`src/hw/rtl/ssm_pkg.sv`:
```
package ssm_pkg;

   // Field widths
   localparam int PULSE_W    = 12;
   localparam int RANGE_W    = 11;
   localparam int CSR_IDX_W  = 3;
   localparam int CSR_DATA_W = 12;

   // Datapath widths: scaled offset, its magnitude, span magnitude, mix sums
   localparam int DIFF_W = PULSE_W + 1;
   localparam int PROD_W = 23;
   localparam int NUM_W  = 22;
   localparam int DEN_W  = PULSE_W;
   localparam int CNT_W  = $clog2(NUM_W);
   localparam int MIX_W  = 25;
   localparam int BAND_W = PULSE_W + 2;

   // Mapping constants: roll spans 1000 steps, centered on zero
   localparam logic signed [10:0] SCALE       = 11'sd1000;
   localparam int                 TURN_OFFSET = 500;

   // Register reset values
   localparam logic [PULSE_W-1:0] MIN_RESET      = 12'd1000;
   localparam logic [PULSE_W-1:0] MAX_RESET      = 12'd2000;
   localparam logic [PULSE_W-1:0] IDLE_RESET     = 12'd1500;
   localparam logic [RANGE_W-1:0] DEADZONE_RESET = 11'd100;
   localparam logic [RANGE_W-1:0] FLUTTER_RESET  = 11'd10;
   localparam logic [PULSE_W-1:0] ARM_RESET      = 12'd1500;

   typedef enum logic [CSR_IDX_W-1:0] {
      CSR_MIN      = 3'd0,
      CSR_MAX      = 3'd1,
      CSR_IDLE     = 3'd2,
      CSR_DEADZONE = 3'd3,
      CSR_FLUTTER  = 3'd4,
      CSR_ARM      = 3'd5
   } csr_index_type;

   typedef enum logic [2:0] {
      ST_IDLE,
      ST_SCALE,
      ST_LOAD,
      ST_DIVIDE,
      ST_MIX,
      ST_LIMIT,
      ST_SETTLE,
      ST_RESULT
   } state_type;

   typedef struct packed {
      logic busy;
      logic done;
   } div_status_type;

endpackage

```
`src/hw/rtl/ssm_req_if.sv`:
```
interface ssm_req_if import ssm_pkg::*; ();
   logic               valid;
   logic               ready;
   logic [PULSE_W-1:0] roll_pulse;
   logic [PULSE_W-1:0] pitch_pulse;

   modport source (output valid, output roll_pulse, output pitch_pulse, input ready);
   modport sink (input valid, input roll_pulse, input pitch_pulse, output ready);
endinterface

```
`src/hw/rtl/ssm_rsp_if.sv`:
```
interface ssm_rsp_if import ssm_pkg::*; ();
   logic               valid;
   logic               ready;
   logic [PULSE_W-1:0] left_pulse;
   logic [PULSE_W-1:0] right_pulse;
   logic               left_updated;
   logic               right_updated;

   modport source (output valid, output left_pulse, output right_pulse,
                   output left_updated, output right_updated, input ready);
   modport sink (input valid, input left_pulse, input right_pulse,
                 input left_updated, input right_updated, output ready);
endinterface

```
`src/hw/rtl/skid_steer_mixer_with_deadband.sv`:
```
// Latency: a request passes the scale, load, divide, mix, limit, settle and
// result states; the restoring divider that maps roll onto the turn term sets
// most of it. Throughput: a single request is in flight and req ready is low
// until its response leaves.
// Reset: synchronous, active high; configuration registers return to their
// defaults and both held pulses load the arm pulse default.
module skid_steer_mixer_with_deadband import ssm_pkg::*; (
   input  logic                  clock,
   input  logic                  reset,
   ssm_req_if.sink               req_if,
   ssm_rsp_if.source             rsp_if,
   input  logic                  csr_we,
   input  logic [CSR_IDX_W-1:0]  csr_idx,
   input  logic [CSR_DATA_W-1:0] csr_wdata
);

   state_type state_ff, state_in;

   logic [PULSE_W-1:0] min_ff, max_ff, idle_ff;
   logic [RANGE_W-1:0] deadzone_ff, flutter_ff;
   logic [PULSE_W-1:0] left_held_ff, right_held_ff;
   logic [PULSE_W-1:0] left_held_in, right_held_in;
   logic               left_upd_ff, right_upd_ff;
   logic               left_upd_in, right_upd_in;

   logic [PULSE_W-1:0] roll_ff, pitch_ff;
   logic [NUM_W-1:0]   num_mag_ff;
   logic [DEN_W-1:0]   den_mag_ff;
   logic               quo_neg_ff, span_zero_ff;
   logic signed [MIX_W-1:0] left_raw_ff, right_raw_ff;
   logic [PULSE_W-1:0] left_lim_ff, right_lim_ff;

   logic signed [DIFF_W-1:0] diff_c, span_c;
   logic signed [PROD_W-1:0] prod_c;
   logic signed [MIX_W-1:0]  quo_s, turn_c, pitch_s;

   logic               div_start;
   logic [NUM_W-1:0]   div_quo;
   div_status_type     div_status;
   logic               req_accept;
   logic               rsp_accept;

   // Clamp to [min, max], then snap the idle band to idle
   function automatic logic [PULSE_W-1:0] limit_pulse(
      input logic signed [MIX_W-1:0] v,
      input logic [PULSE_W-1:0]      lo,
      input logic [PULSE_W-1:0]      hi,
      input logic [PULSE_W-1:0]      idle,
      input logic [RANGE_W-1:0]      dz
   );
      logic [PULSE_W-1:0]       c;
      logic signed [BAND_W-1:0] c_s, band_lo, band_hi;
      if (v < $signed({{(MIX_W-PULSE_W){1'b0}}, lo})) begin
         c = lo;
      end else if (v > $signed({{(MIX_W-PULSE_W){1'b0}}, hi})) begin
         c = hi;
      end else begin
         c = v[PULSE_W-1:0];
      end
      c_s     = $signed({2'b00, c});
      band_lo = $signed({2'b00, idle}) - $signed({3'b000, dz});
      band_hi = $signed({2'b00, idle}) + $signed({3'b000, dz});
      return (c_s >= band_lo && c_s <= band_hi) ? idle : c;
   endfunction

   // True when the held pulse lies outside new value +- flutter
   function automatic logic flutter_hit(
      input logic [PULSE_W-1:0] cur,
      input logic [PULSE_W-1:0] v,
      input logic [RANGE_W-1:0] fr
   );
      logic signed [BAND_W-1:0] cur_s, lo, hi;
      cur_s = $signed({2'b00, cur});
      lo    = $signed({2'b00, v}) - $signed({3'b000, fr});
      hi    = $signed({2'b00, v}) + $signed({3'b000, fr});
      return cur_s < lo || cur_s > hi;
   endfunction

   assign req_accept = req_if.valid && req_if.ready;
   assign rsp_accept = rsp_if.valid && rsp_if.ready;

   // Next state
   always_comb begin
      state_in = state_ff;
      unique case (state_ff)
         ST_IDLE:   if (req_accept) state_in = ST_SCALE;
         ST_SCALE:  state_in = ST_LOAD;
         ST_LOAD:   state_in = ST_DIVIDE;
         ST_DIVIDE: if (div_status.done) state_in = ST_MIX;
         ST_MIX:    state_in = ST_LIMIT;
         ST_LIMIT:  state_in = ST_SETTLE;
         ST_SETTLE: state_in = ST_RESULT;
         ST_RESULT: if (rsp_accept) state_in = ST_IDLE;
         default:   state_in = ST_IDLE;
      endcase
   end

   // State outputs
   always_comb begin
      req_if.ready = 1'b0;
      rsp_if.valid = 1'b0;
      div_start    = 1'b0;
      unique case (state_ff)
         ST_IDLE:   req_if.ready = 1'b1;
         ST_LOAD:   div_start    = 1'b1;
         ST_RESULT: rsp_if.valid = 1'b1;
         default: begin
         end
      endcase
   end

   always_ff @(posedge clock) begin
      if (reset) begin
         state_ff <= ST_IDLE;
      end else begin
         state_ff <= state_in;
      end
   end

   // Configuration registers
   always_ff @(posedge clock) begin
      if (reset) begin
         min_ff      <= MIN_RESET;
         max_ff      <= MAX_RESET;
         idle_ff     <= IDLE_RESET;
         deadzone_ff <= DEADZONE_RESET;
         flutter_ff  <= FLUTTER_RESET;
      end else if (csr_we) begin
         unique case (csr_index_type'(csr_idx))
            CSR_MIN:      min_ff      <= csr_wdata[PULSE_W-1:0];
            CSR_MAX:      max_ff      <= csr_wdata[PULSE_W-1:0];
            CSR_IDLE:     idle_ff     <= csr_wdata[PULSE_W-1:0];
            CSR_DEADZONE: deadzone_ff <= csr_wdata[RANGE_W-1:0];
            CSR_FLUTTER:  flutter_ff  <= csr_wdata[RANGE_W-1:0];
            // Arm value only reloads the held pulses below
            CSR_ARM: begin
            end
            default: begin
            end
         endcase
      end
   end

   // Scale roll offset and split the signed division into magnitudes
   always_comb begin
      diff_c = $signed({1'b0, roll_ff}) - $signed({1'b0, min_ff});
      span_c = $signed({1'b0, max_ff}) - $signed({1'b0, min_ff});
      prod_c = PROD_W'(diff_c) * PROD_W'(SCALE);
   end

   // Turn term: signed quotient minus half the scale, zero for equal limits
   always_comb begin
      quo_s   = $signed({{(MIX_W-NUM_W){1'b0}}, div_quo});
      pitch_s = $signed({{(MIX_W-PULSE_W){1'b0}}, pitch_ff});
      turn_c  = span_zero_ff ? '0
                : ((quo_neg_ff ? -quo_s : quo_s) - MIX_W'(TURN_OFFSET));
   end

   // Request pipeline registers
   always_ff @(posedge clock) begin
      if (req_accept) begin
         roll_ff  <= req_if.roll_pulse;
         pitch_ff <= req_if.pitch_pulse;
      end
      if (state_ff == ST_SCALE) begin
         num_mag_ff   <= prod_c[PROD_W-1] ? NUM_W'(-prod_c) : NUM_W'(prod_c);
         den_mag_ff   <= span_c[DIFF_W-1] ? DEN_W'(-span_c) : DEN_W'(span_c);
         quo_neg_ff   <= prod_c[PROD_W-1] ^ span_c[DIFF_W-1];
         span_zero_ff <= span_c == '0;
      end
      if (state_ff == ST_MIX) begin
         if (pitch_ff >= idle_ff) begin
            left_raw_ff  <= pitch_s + turn_c;
            right_raw_ff <= pitch_s - turn_c;
         end else begin
            left_raw_ff  <= pitch_s - turn_c;
            right_raw_ff <= pitch_s + turn_c;
         end
      end
      if (state_ff == ST_LIMIT) begin
         left_lim_ff  <= limit_pulse(left_raw_ff, min_ff, max_ff, idle_ff, deadzone_ff);
         right_lim_ff <= limit_pulse(right_raw_ff, min_ff, max_ff, idle_ff, deadzone_ff);
      end
   end

   // Flutter filter on each side's held pulse
   always_comb begin
      left_upd_in   = flutter_hit(left_held_ff, left_lim_ff, flutter_ff);
      right_upd_in  = flutter_hit(right_held_ff, right_lim_ff, flutter_ff);
      left_held_in  = left_upd_in ? left_lim_ff : left_held_ff;
      right_held_in = right_upd_in ? right_lim_ff : right_held_ff;
   end

   // Hold pulses; an arm write reloads both
   always_ff @(posedge clock) begin
      if (reset) begin
         left_held_ff  <= ARM_RESET;
         right_held_ff <= ARM_RESET;
      end else if (csr_we && csr_index_type'(csr_idx) == CSR_ARM) begin
         left_held_ff  <= csr_wdata[PULSE_W-1:0];
         right_held_ff <= csr_wdata[PULSE_W-1:0];
      end else if (state_ff == ST_SETTLE) begin
         left_held_ff  <= left_held_in;
         right_held_ff <= right_held_in;
      end
   end

   always_ff @(posedge clock) begin
      if (state_ff == ST_SETTLE) begin
         left_upd_ff  <= left_upd_in;
         right_upd_ff <= right_upd_in;
      end
   end

   ssm_div u_div (
      .clock    (clock),
      .reset    (reset),
      .start    (div_start),
      .dividend (num_mag_ff),
      .divisor  (den_mag_ff),
      .quotient (div_quo),
      .status   (div_status)
   );

   // Drive the response from the held pulses
   assign rsp_if.left_pulse    = left_held_ff;
   assign rsp_if.right_pulse   = right_held_ff;
   assign rsp_if.left_updated  = left_upd_ff;
   assign rsp_if.right_updated = right_upd_ff;

   a_no_overlap: assert property (@(posedge clock) disable iff (reset)
      !(req_if.ready && rsp_if.valid))
      else $error("request taken while a response is pending");

   a_busy_after_accept: assert property (@(posedge clock) disable iff (reset)
      req_accept |=> !req_if.ready)
      else $error("ready stayed high after a request was taken");

   a_div_in_divide: assert property (@(posedge clock) disable iff (reset)
      div_status.busy |-> state_ff == ST_DIVIDE)
      else $error("divider running outside the divide state");

   a_left_flag: assert property (@(posedge clock) disable iff (reset)
      state_ff == ST_SETTLE |=>
         rsp_if.left_updated == (left_held_ff != $past(left_held_ff)))
      else $error("left update flag disagrees with held pulse change");

   a_right_flag: assert property (@(posedge clock) disable iff (reset)
      state_ff == ST_SETTLE |=>
         rsp_if.right_updated == (right_held_ff != $past(right_held_ff)))
      else $error("right update flag disagrees with held pulse change");

endmodule

```
`src/hw/rtl/ssm_div.sv`:
```
module ssm_div import ssm_pkg::*; (
   input  logic             clock,
   input  logic             reset,
   input  logic             start,
   input  logic [NUM_W-1:0] dividend,
   input  logic [DEN_W-1:0] divisor,
   output logic [NUM_W-1:0] quotient,
   output div_status_type   status
);

   logic [DEN_W-1:0] rem_ff, rem_in;
   logic [NUM_W-1:0] quo_ff, quo_in;
   logic [DEN_W-1:0] den_ff;
   logic [CNT_W-1:0] cnt_ff, cnt_in;
   logic             busy_ff, busy_in;
   logic             done_ff, done_in;
   logic [DEN_W:0]   trial;
   logic [DEN_W:0]   trial_diff;
   logic             fits;
   logic             last;

   // Restoring step: shift in one dividend bit, subtract when it fits
   always_comb begin
      trial      = {rem_ff, quo_ff[NUM_W-1]};
      trial_diff = trial - {1'b0, den_ff};
      fits       = trial >= {1'b0, den_ff};
      last       = cnt_ff == CNT_W'(NUM_W - 1);
      rem_in     = fits ? trial_diff[DEN_W-1:0] : trial[DEN_W-1:0];
      quo_in     = {quo_ff[NUM_W-2:0], fits};
      cnt_in     = cnt_ff + 1'b1;
      busy_in    = busy_ff && !last;
      done_in    = busy_ff && last;
   end

   // Control: load on start, count one quotient bit per cycle
   always_ff @(posedge clock) begin
      if (reset) begin
         busy_ff <= 1'b0;
         done_ff <= 1'b0;
         cnt_ff  <= '0;
      end else if (start) begin
         busy_ff <= 1'b1;
         done_ff <= 1'b0;
         cnt_ff  <= '0;
      end else begin
         busy_ff <= busy_in;
         done_ff <= done_in;
         if (busy_ff) begin
            cnt_ff <= cnt_in;
         end
      end
   end

   // Datapath: partial remainder and quotient shift register
   always_ff @(posedge clock) begin
      if (start) begin
         rem_ff <= '0;
         quo_ff <= dividend;
         den_ff <= divisor;
      end else if (busy_ff) begin
         rem_ff <= rem_in;
         quo_ff <= quo_in;
      end
   end

   assign quotient    = quo_ff;
   assign status.busy = busy_ff;
   assign status.done = done_ff;

endmodule
```
`src/flat_wrapper.sv`:
```
// flat-port wrapper written by rule: the top's interface ports become plain ports
module skid_steer_mixer_with_deadband_flat import ssm_pkg::*;
  (clock, reset, csr_we, csr_idx, csr_wdata, req_if_valid, req_if_roll_pulse, req_if_pitch_pulse, req_if_ready, rsp_if_valid, rsp_if_left_pulse, rsp_if_right_pulse, rsp_if_left_updated, rsp_if_right_updated, rsp_if_ready);
  ssm_req_if req_if_i ();
  ssm_rsp_if rsp_if_i ();
  input  logic clock;
  input  logic reset;
  input  logic csr_we;
  input  logic [CSR_IDX_W-1:0] csr_idx;
  input  logic [CSR_DATA_W-1:0] csr_wdata;
  input wire logic [$bits(req_if_i.valid)-1:0] req_if_valid;
  input wire logic [$bits(req_if_i.roll_pulse)-1:0] req_if_roll_pulse;
  input wire logic [$bits(req_if_i.pitch_pulse)-1:0] req_if_pitch_pulse;
  output wire logic [$bits(req_if_i.ready)-1:0] req_if_ready;
  output wire logic [$bits(rsp_if_i.valid)-1:0] rsp_if_valid;
  output wire logic [$bits(rsp_if_i.left_pulse)-1:0] rsp_if_left_pulse;
  output wire logic [$bits(rsp_if_i.right_pulse)-1:0] rsp_if_right_pulse;
  output wire logic [$bits(rsp_if_i.left_updated)-1:0] rsp_if_left_updated;
  output wire logic [$bits(rsp_if_i.right_updated)-1:0] rsp_if_right_updated;
  input wire logic [$bits(rsp_if_i.ready)-1:0] rsp_if_ready;
  assign req_if_i.valid = req_if_valid;
  assign req_if_i.roll_pulse = req_if_roll_pulse;
  assign req_if_i.pitch_pulse = req_if_pitch_pulse;
  assign req_if_ready = req_if_i.ready;
  assign rsp_if_valid = rsp_if_i.valid;
  assign rsp_if_left_pulse = rsp_if_i.left_pulse;
  assign rsp_if_right_pulse = rsp_if_i.right_pulse;
  assign rsp_if_left_updated = rsp_if_i.left_updated;
  assign rsp_if_right_updated = rsp_if_i.right_updated;
  assign rsp_if_i.ready = rsp_if_ready;
  skid_steer_mixer_with_deadband u_core (.clock(clock), .reset(reset), .req_if(req_if_i), .rsp_if(rsp_if_i), .csr_we(csr_we), .csr_idx(csr_idx), .csr_wdata(csr_wdata));
endmodule
```
`config.mk`:
```
export PLATFORM = sky130hd
export DESIGN_NAME = skid_steer_mixer_with_deadband_flat
export DESIGN_NICKNAME = d
export VERILOG_FILES = /design/src/hw/rtl/ssm_pkg.sv /design/src/hw/rtl/ssm_req_if.sv /design/src/hw/rtl/ssm_rsp_if.sv /design/src/hw/rtl/skid_steer_mixer_with_deadband.sv /design/src/hw/rtl/ssm_div.sv /design/src/flat_wrapper.sv
export SDC_FILE = /design/constraint.sdc
export NUM_CORES = 1
export LEC_CHECK = 0
export ABC_CLOCK_PERIOD_IN_PS = 12900
export BUFFER_PORTS_ARGS = -buffer_cell sky130_fd_sc_hd__buf_2
export CAP_MARGIN = 25
export CELL_PAD_IN_SITES_DETAIL_PLACEMENT = 1
export CELL_PAD_IN_SITES_GLOBAL_PLACEMENT = 2
export CORE_MARGIN = 1
export CORE_UTILIZATION = 44
export CTS_CLUSTER_SIZE = 20
export DETAILED_ROUTE_END_ITERATION = 16
export PLACE_DENSITY = 0.86
export SLEW_MARGIN = 20
export SYNTH_ARGS = -nofsm -noshare
export SYNTH_HDL_FRONTEND = slang
export SYNTH_SLANG_ARGS = --single-unit
```
`constraint.sdc`:
```
create_clock -name clock -period 12.9 [get_ports clock]
set_input_delay 1.935 -clock clock [delete_from_list [all_inputs] [get_ports clock]]
set_output_delay 1.935 -clock clock [all_outputs]
set_load 0.02 [all_outputs]
```
==> run_results.csv <==
group,metric,value,unit
grt,initial_antenna_violation_count,3,
grt,grt_remaining_overflow,0,
clock_tree,cts_hold_buffers,0,
clock_tree,clk_tree_root_cell,"sky130_fd_sc_hd__clkbuf_16",
logic_synthesis,post_synth_xor_area_fraction,7.03,%
die,ios,72,
grt,grt_start_max_net_pins,76,
logic_synthesis,syn-cell-area,0.0248,mm^2
logic_synthesis,synthSimpleGateAreaFrac,15.7,%
logic_synthesis,synth_cell_type_count,91,
timing,timing.final.max_slew_violations,0,
min_path,startpoint_of_the_tightest_hold_check_path,"u_core.den_mag_ff[1]",
logic_synthesis,ys_ff_latch,270,
die,start_util,44.7,%
logic_synthesis,synth_compound_gate_area_share,16.8,%
critical_path,cpMostUsedCell,"sky130_fd_sc_hd__inv_1",
logic_synthesis,share_of_yosys_cell_area_claimed_by_the_top_area_cell_type,20.1,%
timing,count_of_final_hold_check_violations,0,
timing,finalClockSkew,26.3,ps
timing,setup_viol,0,
clock_tree,cts.htree.levels,2,
grt,grt_usage,27.0,%
logic_synthesis,post-synth-top-area-cell,"sky130_fd_sc_hd__edfxtp_1",
critical_path,timing.critical_path.slowest_cell_delay,750,ps
critical_path,cp-end-kind,"flop",
pwr,power.share.combinational,62.0,%
placement,gp_routability_congestion,0.900,
route,drc,0,
status,status,"finished clean",
logic_synthesis,synth-edff-count,166,
clock_tree,count_of_buffers_added_by_post_cts_timing_repair_for_setup,0,
layout,design.final.nets,3213,
die,design.die.area,0.0573,mm^2
pwr,cellLeakagePower,0.0115,uW
layout,flow.area_growth_from_synthesis,9.65,%
timing,slew-limit-headroom,32.2,%
pwr,power-per-cell-area,225,mW/mm^2
critical_path,worst-path-max-fanout,20,
critical_path,timing.critical_path.from,"u_core.min_ff[1]",
logic_synthesis,ys_warn_count,0,
pwr,p_clk_share,17.0,%
timing,unrepaired_setup_endpoints_after_global_routing,"false",
clock_tree,postCtsResizedCells,0,
route,antenna_left,0,
timing,whs,415,ps
logic_synthesis,mappedNetlistNets,3169,
min_path,worst_hold_path_type,"reg2reg",
job,max_cap_violations,0,
die,fp-row-count,86,
timing,post-route-worst-setup-slack,4840,ps
pwr,seqPwrFrac,21.0,%
logic_synthesis,postSynth.topFlopCell,"sky130_fd_sc_hd__edfxtp_1",
layout,most_common_cell_after_layout_fill_and_taps_aside,"sky130_fd_sc_hd__ha_1",
clock_tree,path_clk_slew,60,ps
clock_tree,cts_inserted_buffers,36,
logic_synthesis,postSynth.asyncResetShare,0,%
timing,tns,0,ps
critical_path,cp-start-kind,"flop",
logic_synthesis,synth.area.mux_share,5.28,%
pwr,power.internal,3370,uW
clock_tree,tritoncts,"built",
pwr,power_switching,2750,uW
route,drt-initial-drc-count,1008,
route,num_vias,20400,
route,route.detailed.wl_per_inst,21.5,um
critical_path,worstPathArrival,8340,ps
clock_tree,cts_sinks,270,
die,placeableCoreArea,0.0554,mm^2
die,die-width,239,um
critical_path,worst-setup-path-type,"reg2reg",
critical_path,critPathSlowestCell,"sky130_fd_sc_hd__a2111oi_0",
timing,max_clock_freq,124,MHz
layout,final-instance-count-excl-fill,3565,
clock_tree,clkLatencyLatePin,570,ps
pwr,netSwitchingFraction,45.0,%
timing,fin_crit,8060,ps
grt,first_global_vias,21800,
route,first_pass_iters,7,
placement,dp.cells,3501,
critical_path,r2r_start,"u_core.min_ff[1]",
timing,tightest_slew,1010,ps
grt,global_route_wire_length_before_repair,121,mm
logic_synthesis,synthesis.instances,2747,
logic_synthesis,fraction_of_the_mapped_netlist_area_in_adder_cells,20.8,%
logic_synthesis,synth.area.top_cells,"sky130_fd_sc_hd__edfxtp_1, sky130_fd_sc_hd__ha_1, sky130_fd_sc_hd__dfxtp_1",
die,die_span_in_y,239,um
pwr,ir_worst_vdd,421,uV
layout,layout_common_cells,"sky130_fd_sc_hd__ha_1, sky130_fd_sc_hd__inv_1, sky130_fd_sc_hd__nand2_1",
placement,port_buffers,71,
layout,post_route_cells_drive_above_1_share,9.16,%
clock_tree,clockBufferDepth,3,
placement,hpwlAfterDp,60.5,mm
logic_synthesis,postSynthAreaPerCell,9.02,um^2
logic_synthesis,combinational_family_with_the_most_area_after_synthesis,"adder cells",
placement,preCtsSetupSlack,4900,ps
logic_synthesis,synth_sequential_area_ratio,28.5,%
route,drt_wl_total,76.6,mm
route,viasPerCell,5.72,
timing,min_period_over_period,62.5,%
critical_path,data_required_critical_path,13190,ps
## power groups by stage
stage	combinational (uW)	sequential, uW	clock [uW]
after floorplan	2920	1260	0
after global placement	3610	1300	0
after detailed placement	3790	1300	0
after CTS	3830	1290	1060
after global routing	4330	1290	1090
final	3800	1290	1040
## stage by stage
step           cell area [um^2]  util [%]  total power (uW)
2_1_floorplan             24800         -              4180
3_3_place_gp              26000      46.9              4900
3_5_place_dp              26000      46.9              5100
4_1_cts                   27200      49.0              6190
5_1_grt                   27200      49.1              6710
6_report                  27200      49.1              6120
## cell families (layout without fill, tap and decap cells)
family | count (synthesis) | in the layout
simple gates | 765 | 765
buf+inv | 382 | 451
flops | 270 | 270
other cells | 1 | 2
fa+ha+maj | 382 | 382
mux | 124 | 124
xor+xnor | 199 | 199
compound gates | 624 | 624
## flip-flops by register name, indices dropped and copies added, names as in the netlist, 3 cells and up
| signal | flops |
|---|---|
| u_core.left_raw_ff | 24 |
| u_core.state_ff | 3 |
| u_core.deadzone_ff | 11 |
| u_core.pitch_ff | 12 |
| u_core.max_ff | 12 |
| u_core.rsp_if.left_pulse | 12 |
| u_core.idle_ff | 12 |
| u_core.u_div.den_ff | 12 |
| u_core.min_ff | 12 |
| u_core.flutter_ff | 11 |
| u_core.den_mag_ff | 12 |
| u_core.right_raw_ff | 25 |
| u_core.left_lim_ff | 12 |
| u_core.roll_ff | 12 |
| u_core.u_div.cnt_ff | 5 |
| u_core.num_mag_ff | 19 |
| u_core.rsp_if.right_pulse | 12 |
| u_core.u_div.quotient | 22 |
| u_core.u_div.rem_ff | 12 |
| u_core.right_lim_ff | 12 |
## metal layers
metal / global-route usage [%] / wire [um]
met1: 32.3 / 33000
met2: 49.6 / 38800
met4: 9.50 / 2610
met5: 0 / 31
met3: 2.77 / 2200
## area by class of cell
class | count | area [um^2]
diodes | 1 | 2.50
clock buffers | 43 | 948
clock inverters | 20 | 244
fillers | 6411 | 28200
inverters | 291 | 1090
multi-input cells | 2095 | 16300
flip-flops and latches | 270 | 7070
well taps | 748 | 936
repair buffers | 97 | 553
## synthesized netlist by cell type (64+ instances only)
cell,instances
sky130_fd_sc_hd__clkbuf_1,75
sky130_fd_sc_hd__nand2_1,197
sky130_fd_sc_hd__dfxtp_1,104
sky130_fd_sc_hd__o21ai_0,111
sky130_fd_sc_hd__nor2_1,176
sky130_fd_sc_hd__mux2i_1,72
sky130_fd_sc_hd__xnor2_1,135
sky130_fd_sc_hd__ha_1,328
sky130_fd_sc_hd__a21oi_1,172
sky130_fd_sc_hd__edfxtp_1,166
sky130_fd_sc_hd__xor2_1,64
sky130_fd_sc_hd__inv_1,290
## path summary, 6_finish.rpt
check / slack [ps] / depth (start not counted) / end
max: 4840 / 26 / u_core.num_mag_ff[19]
min: 410 / 0 / u_core.u_div.den_ff[1]
max reg2reg: 4840 / 26 / u_core.num_mag_ff[19]
min reg2reg: 410 / 0 / u_core.u_div.den_ff[1]
## critical path, delay by kind of cell, from the launching register on
kind	cells	cell delay (ps)
buffers and inverters	4	400
XOR/XNOR	4	1300
AND/OR/NAND/NOR	6	1280
flip-flops	1	340
adder cells (fa/ha/maj)	5	2200
AO/OA/AOI/OAI	7	2270
(Power assumes the default switching activity.)
